===== src/sv/bspe_pkg.sv =====
// ----------------------------------------------------------------------------
// B-spline point evaluator package
// Shared constants, codes and types for the evaluator modules.
// ----------------------------------------------------------------------------
package bspe_pkg;

  localparam int MaxPoints = 32;
  localparam int MaxDegree = 7;
  localparam int KnotDepth = 64;
  localparam int PtAw = $clog2(MaxPoints);
  localparam int KnAw = $clog2(KnotDepth);

  typedef enum logic [1:0] {
    REQ_POINT = 2'd0,
    REQ_KNOT  = 2'd1,
    REQ_EVAL  = 2'd2,
    REQ_BAD   = 2'd3
  } req_e;

  typedef enum logic [1:0] {
    ST_OK      = 2'd0,
    ST_BAD     = 2'd1,
    ST_NO_SPAN = 2'd2,
    ST_ZERO    = 2'd3
  } status_e;

  typedef enum logic [1:0] {
    CFG_DEGREE = 2'd0,
    CFG_NUM    = 2'd1,
    CFG_MODE   = 2'd2
  } cfg_e;

  // Divider handshake between sequencer and the shared divide unit.
  typedef struct packed {
    logic        start;
    logic [47:0] num;   // nonnegative numerator
    logic [10:0] den;   // positive divisor
  } div_req_t;

  typedef struct packed {
    logic        done;
    logic [47:0] quo;
  } div_rsp_t;

endpackage


===== src/sv/bspe_div.sv =====
// ----------------------------------------------------------------------------
// Shared radix-2 divider
// Unsigned restoring division, one quotient bit per cycle.
// ----------------------------------------------------------------------------
module bspe_div import bspe_pkg::*; (
  input  logic     clk_i,
  input  logic     rst_ni,
  input  div_req_t req_i,
  output div_rsp_t rsp_o
);

  logic [5:0]  cnt_q, cnt_d;
  logic        busy_q, busy_d;
  logic        done_q, done_d;
  logic [47:0] quo_q, quo_d;
  logic [10:0] rem_q, rem_d;
  logic [10:0] den_q, den_d;
  logic [11:0] trial;

  always_comb begin
    cnt_d  = cnt_q;
    busy_d = busy_q;
    done_d = 1'b0;
    quo_d  = quo_q;
    rem_d  = rem_q;
    den_d  = den_q;
    trial  = {rem_q, quo_q[47]};
    if (req_i.start) begin
      busy_d = 1'b1;
      cnt_d  = 6'd0;
      quo_d  = req_i.num;
      rem_d  = '0;
      den_d  = req_i.den;
    end else if (busy_q) begin
      if (trial >= {1'b0, den_q}) begin
        rem_d = 11'(trial - {1'b0, den_q});
        quo_d = {quo_q[46:0], 1'b1};
      end else begin
        rem_d = trial[10:0];
        quo_d = {quo_q[46:0], 1'b0};
      end
      cnt_d = cnt_q + 6'd1;
      if (cnt_q == 6'd47) begin
        busy_d = 1'b0;
        done_d = 1'b1;
      end
    end
  end

  always_ff @(posedge clk_i or negedge rst_ni) begin
    if (!rst_ni) begin
      busy_q <= 1'b0;
      done_q <= 1'b0;
      cnt_q  <= '0;
    end else begin
      busy_q <= busy_d;
      done_q <= done_d;
      cnt_q  <= cnt_d;
    end
  end

  always_ff @(posedge clk_i) begin
    quo_q <= quo_d;
    rem_q <= rem_d;
    den_q <= den_d;
  end

  assign rsp_o.done = done_q;
  assign rsp_o.quo  = quo_q;

endmodule


===== config.mk =====
export PLATFORM = sky130hd
export DESIGN_NAME = bspe_div
export DESIGN_NICKNAME = d
export VERILOG_FILES = /design/src/sv/bspe_pkg.sv /design/src/sv/bspe_div.sv
export SDC_FILE = /design/constraint.sdc
export NUM_CORES = 1
export LEC_CHECK = 0
export BUFFER_PORTS_ARGS = -buffer_cell sky130_fd_sc_hd__buf_2
export CORE_MARGIN = 2
export CORE_UTILIZATION = 26
export CTS_CLUSTER_DIAMETER = 40
export CTS_CLUSTER_SIZE = 10
export DETAILED_ROUTE_END_ITERATION = 7
export GPL_ROUTABILITY_DRIVEN = 0
export HOLD_SLACK_MARGIN = 0.15
export PLACE_DENSITY = 0.56
export SETUP_SLACK_MARGIN = 0.05
export SLEW_MARGIN = 25
export SYNTH_ARGS = -nofsm -noshare
export SYNTH_HDL_FRONTEND = slang
export SYNTH_SLANG_ARGS = --single-unit
export TNS_END_PERCENT = 5

===== constraint.sdc =====
create_clock -name clk_i -period 2.6 [get_ports clk_i]
set_input_delay 0.13 -clock clk_i [delete_from_list [all_inputs] [get_ports clk_i]]
set_output_delay 0.13 -clock clk_i [all_outputs]
set_load 0.03 [all_outputs]

==> impl_metrics.yaml, run 1 <==
run_status:
  outcome: "finished clean"
logic_synthesis:
  yosys.area_share.simple: 0.0913
  ys_seq_area_frac: 0.573
  synth_cells: 286
  synth-xor-area-share: 0.0206
  syn_nets: 361
  synth_mux_area_frac: 0.164
  ys_types: 46
  synth_ff_type: "edfxtp_1"
  netlist_area_mm2: 0.00382
  synth_edf_count: 59
  synth_fa_ha_area_frac: 0.0445
  syn_avg_cell_area_um2: 13.4
  ys_ff_latch: 78
  ys_warn_count: 0
  synth-compound-area-share: 0.0740
  synth-async-reset-ratio: 0.103
  synth_top_family_by_area: "multiplexers"
detailed_routing:
  drtAntennaViolNets: 0
  drtPass1Iterations: 4
  routedWlPerCell_um: 13.9
  drt-total-wl_mm: 9.03
  vias: 2875
  first_iter_violations: 99
  viasPerCell: 4.42
  drc: 0
power_and_ir_drop:
  ir_drop_uv: 342
  p_int_mw: 3.09
  switching_share: 0.308
  pwr-share-clk: 0.311
  seq_power_share: 0.371
  power_leakage_nw: 2.35
  combPwrFrac: 0.318
  p_switching_mw: 1.38
  p_per_area_mw_per_mm2: 800
clocking:
  clk-insertion-delay-late_ns: 0.33
  clock_sinks: 78
  htreeDepth: 3
  cts_buffers: 9
  cts_tree: "yes"
  clkTransAtPathRegs_ns: 0.06
  cts-root-buf: "clkbuf_16"
  cts_buffer_depth: 2
run:
  cap_violations: 0
setup_path:
  slowest_stage: "fa_2"
  crit_start: "quo_q[47]"
  crit_required_ns: 2.85
  startpoint_type: "flip-flop"
  critPathCapture: "rem_q[0]"
  reg2reg_slack_ns: 0.22
  critPathMaxFanout: 7
  reg2reg_to: "rem_q[0]"
  cpPeakStageDelay_ns: 0.40
  path_common_cell: "o21ai_4"
  worstSetupPathType: "reg2reg"
  r2r_start: "quo_q[47]"
  worstSetupEndpointType: "flip-flop"
  cp_data_arrival_time_ns: 2.63
  crit_path_cell_trace: "inv_1 -> ha_2 -> fa_2 -> nor2b_2 -> o31a_1 -> o21ai_4 -> o21ai_4 -> mux2_4 -> a211oi_2"
  ff2ff_path_depth: 9
timing:
  period_minus_slack_ns: 2.38
  setup_viol: 0
  worst_pin_slew_ns: 0.668
  finalHoldViolCount: 0
  rsz0062_at_grt: "false"
  totalNegativeSetupSlack_ns: 0
  post-route-period-util: 0.914
  fin_worst_skew_ns: 0.00320
  drv_slew: 0
  fmax_ghz: 0.421
  max-slew-margin-rel: 0.555
floorplan:
  rows: 44
  floorplan.initialDensity: 0.265
  dieWidth_um: 125
  die_area_mm2: 0.0157
  die_h_um: 125
  core_area_mm2: 0.0144
  io_pins: 111
placement:
  dpl.hpwl_mm: 5.87
  portBuffers: 110
final_layout:
  n_antenna_cell: 0
  drive_above_1_share: 0.414
  area_growth_pct: 45.9
  nets: 536
  fin_util: 0.387
  filler_cell_count: 1380
global_route:
  grt_max_degree: 54
  grt_pass1_vias: 3089
  overflow: 0
  antenna_found_initial: 0
  grt_first_pass_wirelength_mm: 14.9
  track_usage: 0.118
hold_path:
  hp-class: "in2async"
## worst min-delay path by stage
stage	slack (ns)	start	end	cells past startpoint
after CTS	0.19	rst_ni	busy_q	2
after global placement	-0.02	rst_ni	cnt_q[4]	1
final	0.18	rst_ni	busy_q	2
after global routing	0.22	rst_ni	busy_q	2
after detailed placement	-0.01	rst_ni	cnt_q[3]	1
after floorplan	-0.17	rst_ni	busy_q	0
## kinds of logic after synthesis
kind of cell	Yosys count
xor+xnor	9
compound gates	40
simple gates	60
fa+ha+maj	13
flops	78
mux	56
buf+inv	30
## layout by cell type (no fill, tap or decap), types with 7 or more instances in the layout
cell type,n
mux2i_1,7
ha_1,11
inv_1,14
dfxtp_1,11
mux2_2,48
nor2_1,22
dlygate4sd3_1,60
a21oi_1,8
nand2_1,9
clkbuf_16,9
dfrtp_1,8
edfxtp_1,59
a211oi_1,7
buf_4,7
buf_2,109
## final cells by class
cell class / instances / area [µm²] / share of cell area
sequential: 78 / 2190 / 0.393
clock inverter: 3 / 67.6 / 0.0121
multi-input combinational: 178 / 1510 / 0.271
clock buffer: 13 / 260 / 0.0466
timing repair buffer: 179 / 1260 / 0.226
tap: 184 / 230 / 0.0413
inverter: 15 / 56.3 / 0.0101
## routing by layer
layer	track usage	vias up	wire (µm)
li1	-	1419	-
met1	0.141	1358	4030
met2	0.202	90	4290
met3	0.0385	8	597
met4	0.0392	0	107
met5	0	-	0
## stage by stage
step / instances / instance area [µm²] / setup slack (ns) / hold slack (ns) / power (mW)
2_1_floorplan: 286 / 3820 / 0.180 / -0.166 / 2.64
3_3_place_gp: 569 / 4610 / 0.189 / -0.0172 / 2.96
3_5_place_dp: 569 / 4610 / 0.142 / -0.0141 / 2.98
4_1_cts: 645 / 5530 / 0.125 / 0.194 / 4.45
5_1_grt: 650 / 5580 / 0.0522 / 0.221 / 4.70
6_report: 650 / 5580 / 0.225 / 0.183 / 4.46
## worst max-delay path, delay by kind of cell (launching register included)
kind	cells	cell delay (ns)
flip-flops	1	0.33
buffers and inverters	1	0.06
adder cells (fa/ha/maj)	2	0.59
multiplexers	1	0.34
AO/OA/AOI/OAI	4	0.83
AND/OR/NAND/NOR	1	0.13
## sequential cells by signal, summed over array words and instances (netlist names)
register and flops:
busy_q 1, done_q 1, rem_q 11, quo_q 48, den_q 11, cnt_q 6
## power by group through the flow
stage	combinational [mW]	sequential, mW	clock [mW]
finish	1.42	1.65	1.39
detailed placement	1.30	1.68	0
global route	1.55	1.68	1.47
CTS	1.37	1.66	1.42
floorplan	0.814	1.83	0
global placement	1.28	1.68	0
## timing repair
item / 4_1_cts / 5_1_grt
endpoints found under the setup margin: 0 / 9
buffers inserted: 0 / 5
gates resized for setup: 0 / 3
hold buffers: 60 / 0
hold endpoints to repair: 67 / 0
## synth_stat cells (3+ instances only)
cell type / instances / area share
nand4_1: 3 / 0.0049
a21oi_1: 8 / 0.010
clkbuf_1: 6 / 0.0059
o21ai_1: 3 / 0.0039
edfxtp_1: 59 / 0.46
xor2_1: 3 / 0.0069
ha_1: 12 / 0.039
nor2_1: 22 / 0.022
a211oi_1: 7 / 0.014
buf_1: 6 / 0.0059
inv_1: 15 / 0.015
xnor2_1: 6 / 0.014
dfxtp_1: 11 / 0.058
nand2b_1: 4 / 0.0065
mux2i_1: 7 / 0.018
dfrtp_1: 8 / 0.052
o21ai_0: 6 / 0.0079
nand2_1: 9 / 0.0088
or3_1: 3 / 0.0049
mux2_2: 48 / 0.14
nand3_1: 3 / 0.0039
Power figures use the tool's default switching activity.
==> inputs of run 2 (changes only) <==
--- a/config.mk
+++ b/config.mk
@@ -6,6 +6,8 @@
 export NUM_CORES = 1
 export LEC_CHECK = 0
 export BUFFER_PORTS_ARGS = -buffer_cell sky130_fd_sc_hd__buf_2
+export CELL_PAD_IN_SITES_DETAIL_PLACEMENT = 2
+export CELL_PAD_IN_SITES_GLOBAL_PLACEMENT = 2
 export CORE_MARGIN = 2
 export CORE_UTILIZATION = 26
 export CTS_CLUSTER_DIAMETER = 40
@@ -13,7 +15,7 @@
 export DETAILED_ROUTE_END_ITERATION = 7
 export GPL_ROUTABILITY_DRIVEN = 0
 export HOLD_SLACK_MARGIN = 0.15
-export PLACE_DENSITY = 0.56
+export PLACE_DENSITY = 0.74
 export SETUP_SLACK_MARGIN = 0.05
 export SLEW_MARGIN = 25
 export SYNTH_ARGS = -nofsm -noshare
==> impl_metrics.yaml, run 2 (same netlist as run 1, synthesis figures left out) <==
timing:
  rsz0062_at_grt: "true"
  drv_slew: 0
  max-slew-margin-rel: 0.570
  fin_hold_ws_ns: 0.183
  fmax_ghz: 0.401
  period_minus_slack_ns: 2.50
  totalNegativeSetupSlack_ns: 0
  setup_viol: 0
  worst_pin_slew_ns: 0.644
  post-route-period-util: 0.960
  final.setup.worst_slack_ns: 0.104
  fin_worst_skew_ns: 0.00922
  finalHoldViolCount: 0
floorplan:
  die_h_um: 125
  dieWidth_um: 125
  floorplan.initialDensity: 0.265
  core_area_mm2: 0.0144
  rows: 44
  die_area_mm2: 0.0157
  io_pins: 111
clocking:
  cts-root-buf: "clkbuf_16"
  clk-insertion-delay-late_ns: 0.34
  htreeDepth: 3
  cts_tree: "yes"
  cts_buffer_depth: 2
  clkTransAtPathRegs_ns: 0.06
  cts_buffers: 9
  clock_sinks: 78
detailed_routing:
  viasPerCell: 4.63
  first_iter_violations: 124
  drt-total-wl_mm: 12.9
  drc: 0
  drtAntennaViolNets: 0
  drtPass1Iterations: 4
  routedWlPerCell_um: 19.8
  vias: 3022
final_layout:
  final_common_cell: "buf_2"
  final_area_mm2: 0.00553
  filler_cell_count: 1506
  multi_input_area_mm2: 0.00153
  nets: 538
  top_register: "quo_q"
  drive_above_1_share: 0.419
  ff_latch_area_mm2: 0.00219
  final-instance-count-excl-fill: 653
  mostFrequentLayoutCells: "buf_2, dlygate4sd3_1, edfxtp_1, mux2_2, nor2_1"
  area_growth_pct: 44.6
  largest_reg_flops: 48
  top_regs: "quo_q (48), den_q (11), rem_q (11)"
  fin_util: 0.383
setup_path:
  ff2ff_path_depth: 10
  reg2reg_slack_ns: 0.10
  crit_required_ns: 2.82
  startpoint_type: "flip-flop"
  reg2reg_to: "rem_q[1]"
  worstSetupEndpointType: "flip-flop"
  cp_data_arrival_time_ns: 2.71
  r2r_start: "quo_q[47]"
  worstSetupPathType: "reg2reg"
  critPathMaxFanout: 5
power_and_ir_drop:
  pwr-share-clk: 0.280
  p_switching_mw: 1.55
  p_int_mw: 2.94
  switching_share: 0.345
  power_mw: 4.48
  seq_power_share: 0.375
  p_per_area_mw_per_mm2: 811
  combPwrFrac: 0.345
  power_leakage_nw: 2.34
  ir_drop_uv: 398
run:
  cap_violations: 0
global_route:
  antenna_found_initial: 1
  track_usage: 0.169
  grt_max_degree: 49
  grt_first_pass_wirelength_mm: 20.4
  overflow: 0
  grt_pass1_vias: 3551
placement:
  portBuffers: 110
  dpl.cell_count: 571
  dpl.hpwl_mm: 7.53
  post_dp_cell_area_mm2: 0.00458
  post-place-ws_ns: -0.0103
hold_path:
  hp-class: "in2reg"
  min_from: "req_i[59]"
  hold_path_end: "busy_q"
  whs_path_depth: 3
run_status:
  outcome: "finished clean"
run 2: cell count changes in the layout (fill, tap and decap cells not counted), sizes merged:
cell      previous run  this run
inv                 15        16
bufinv               2         1
buf                119       121
clkinv               0         4
diode                0         1
clkinvlp             1         0
clkbuf              13        10
run 2: timing repair:
| item | 4_1_cts | 5_1_grt |
|---|---|---|
| buffers inserted | 3 | 2 |
| setup endpoints to repair | 6 | 11 |
| resized for setup | 0 | 4 |
| hold buffers | 60 | 0 |
| pin swaps | 1 | 3 |
| hold endpoints to repair | 67 | 0 |
run 2: how the worst max path moves through the flow:
stage / start / end / slack (ns) / cells after the start
after global placement: quo_q[47] / rem_q[0] / 0.17 / 9
after global routing: quo_q[47] / rem_q[1] / 0.01 / 10
after CTS: quo_q[47] / rem_q[5] / 0.07 / 10
final: quo_q[47] / rem_q[1] / 0.10 / 10
after floorplan: quo_q[47] / rem_q[0] / 0.18 / 9
after detailed placement: quo_q[47] / rem_q[10] / -0.01 / 10
run 2: final cells by class:
type | count | area share
tap | 184 | 0.0416
sequential | 78 | 0.396
timing repair buffer | 181 | 0.223
clock buffer | 10 | 0.0414
inverter | 15 | 0.0102
multi-input combinational | 178 | 0.276
antenna | 1 | 0.000452
clock inverter | 6 | 0.0111
run 2: critical path, stage by stage (launching register included):
cell and delay [ns]:
edfxtp_1 0.35, inv_1 0.08, ha_1 0.24, fa_1 0.42, nor2b_1 0.19, o31a_1 0.26, o21ai_4 0.08, o21ai_4 0.22
buf_4 0.16, nor3_1 0.04, or3_1 0.34
run 2: routing by layer:
metal  GRT usage  part of all wire
met3      0.0543             0.066
met4      0.0444             0.014
met2       0.301              0.51
met1       0.195              0.41
met5           0                 0
run 2: power by group through the flow:
stage	Clock [mW]	Sequential [mW]	Combinational [mW]
after detailed placement	0	1.69	1.34
after global routing	1.34	1.70	1.67
after floorplan	0	1.83	0.814
final	1.25	1.68	1.55
after global placement	0	1.68	1.28
after CTS	1.28	1.67	1.46
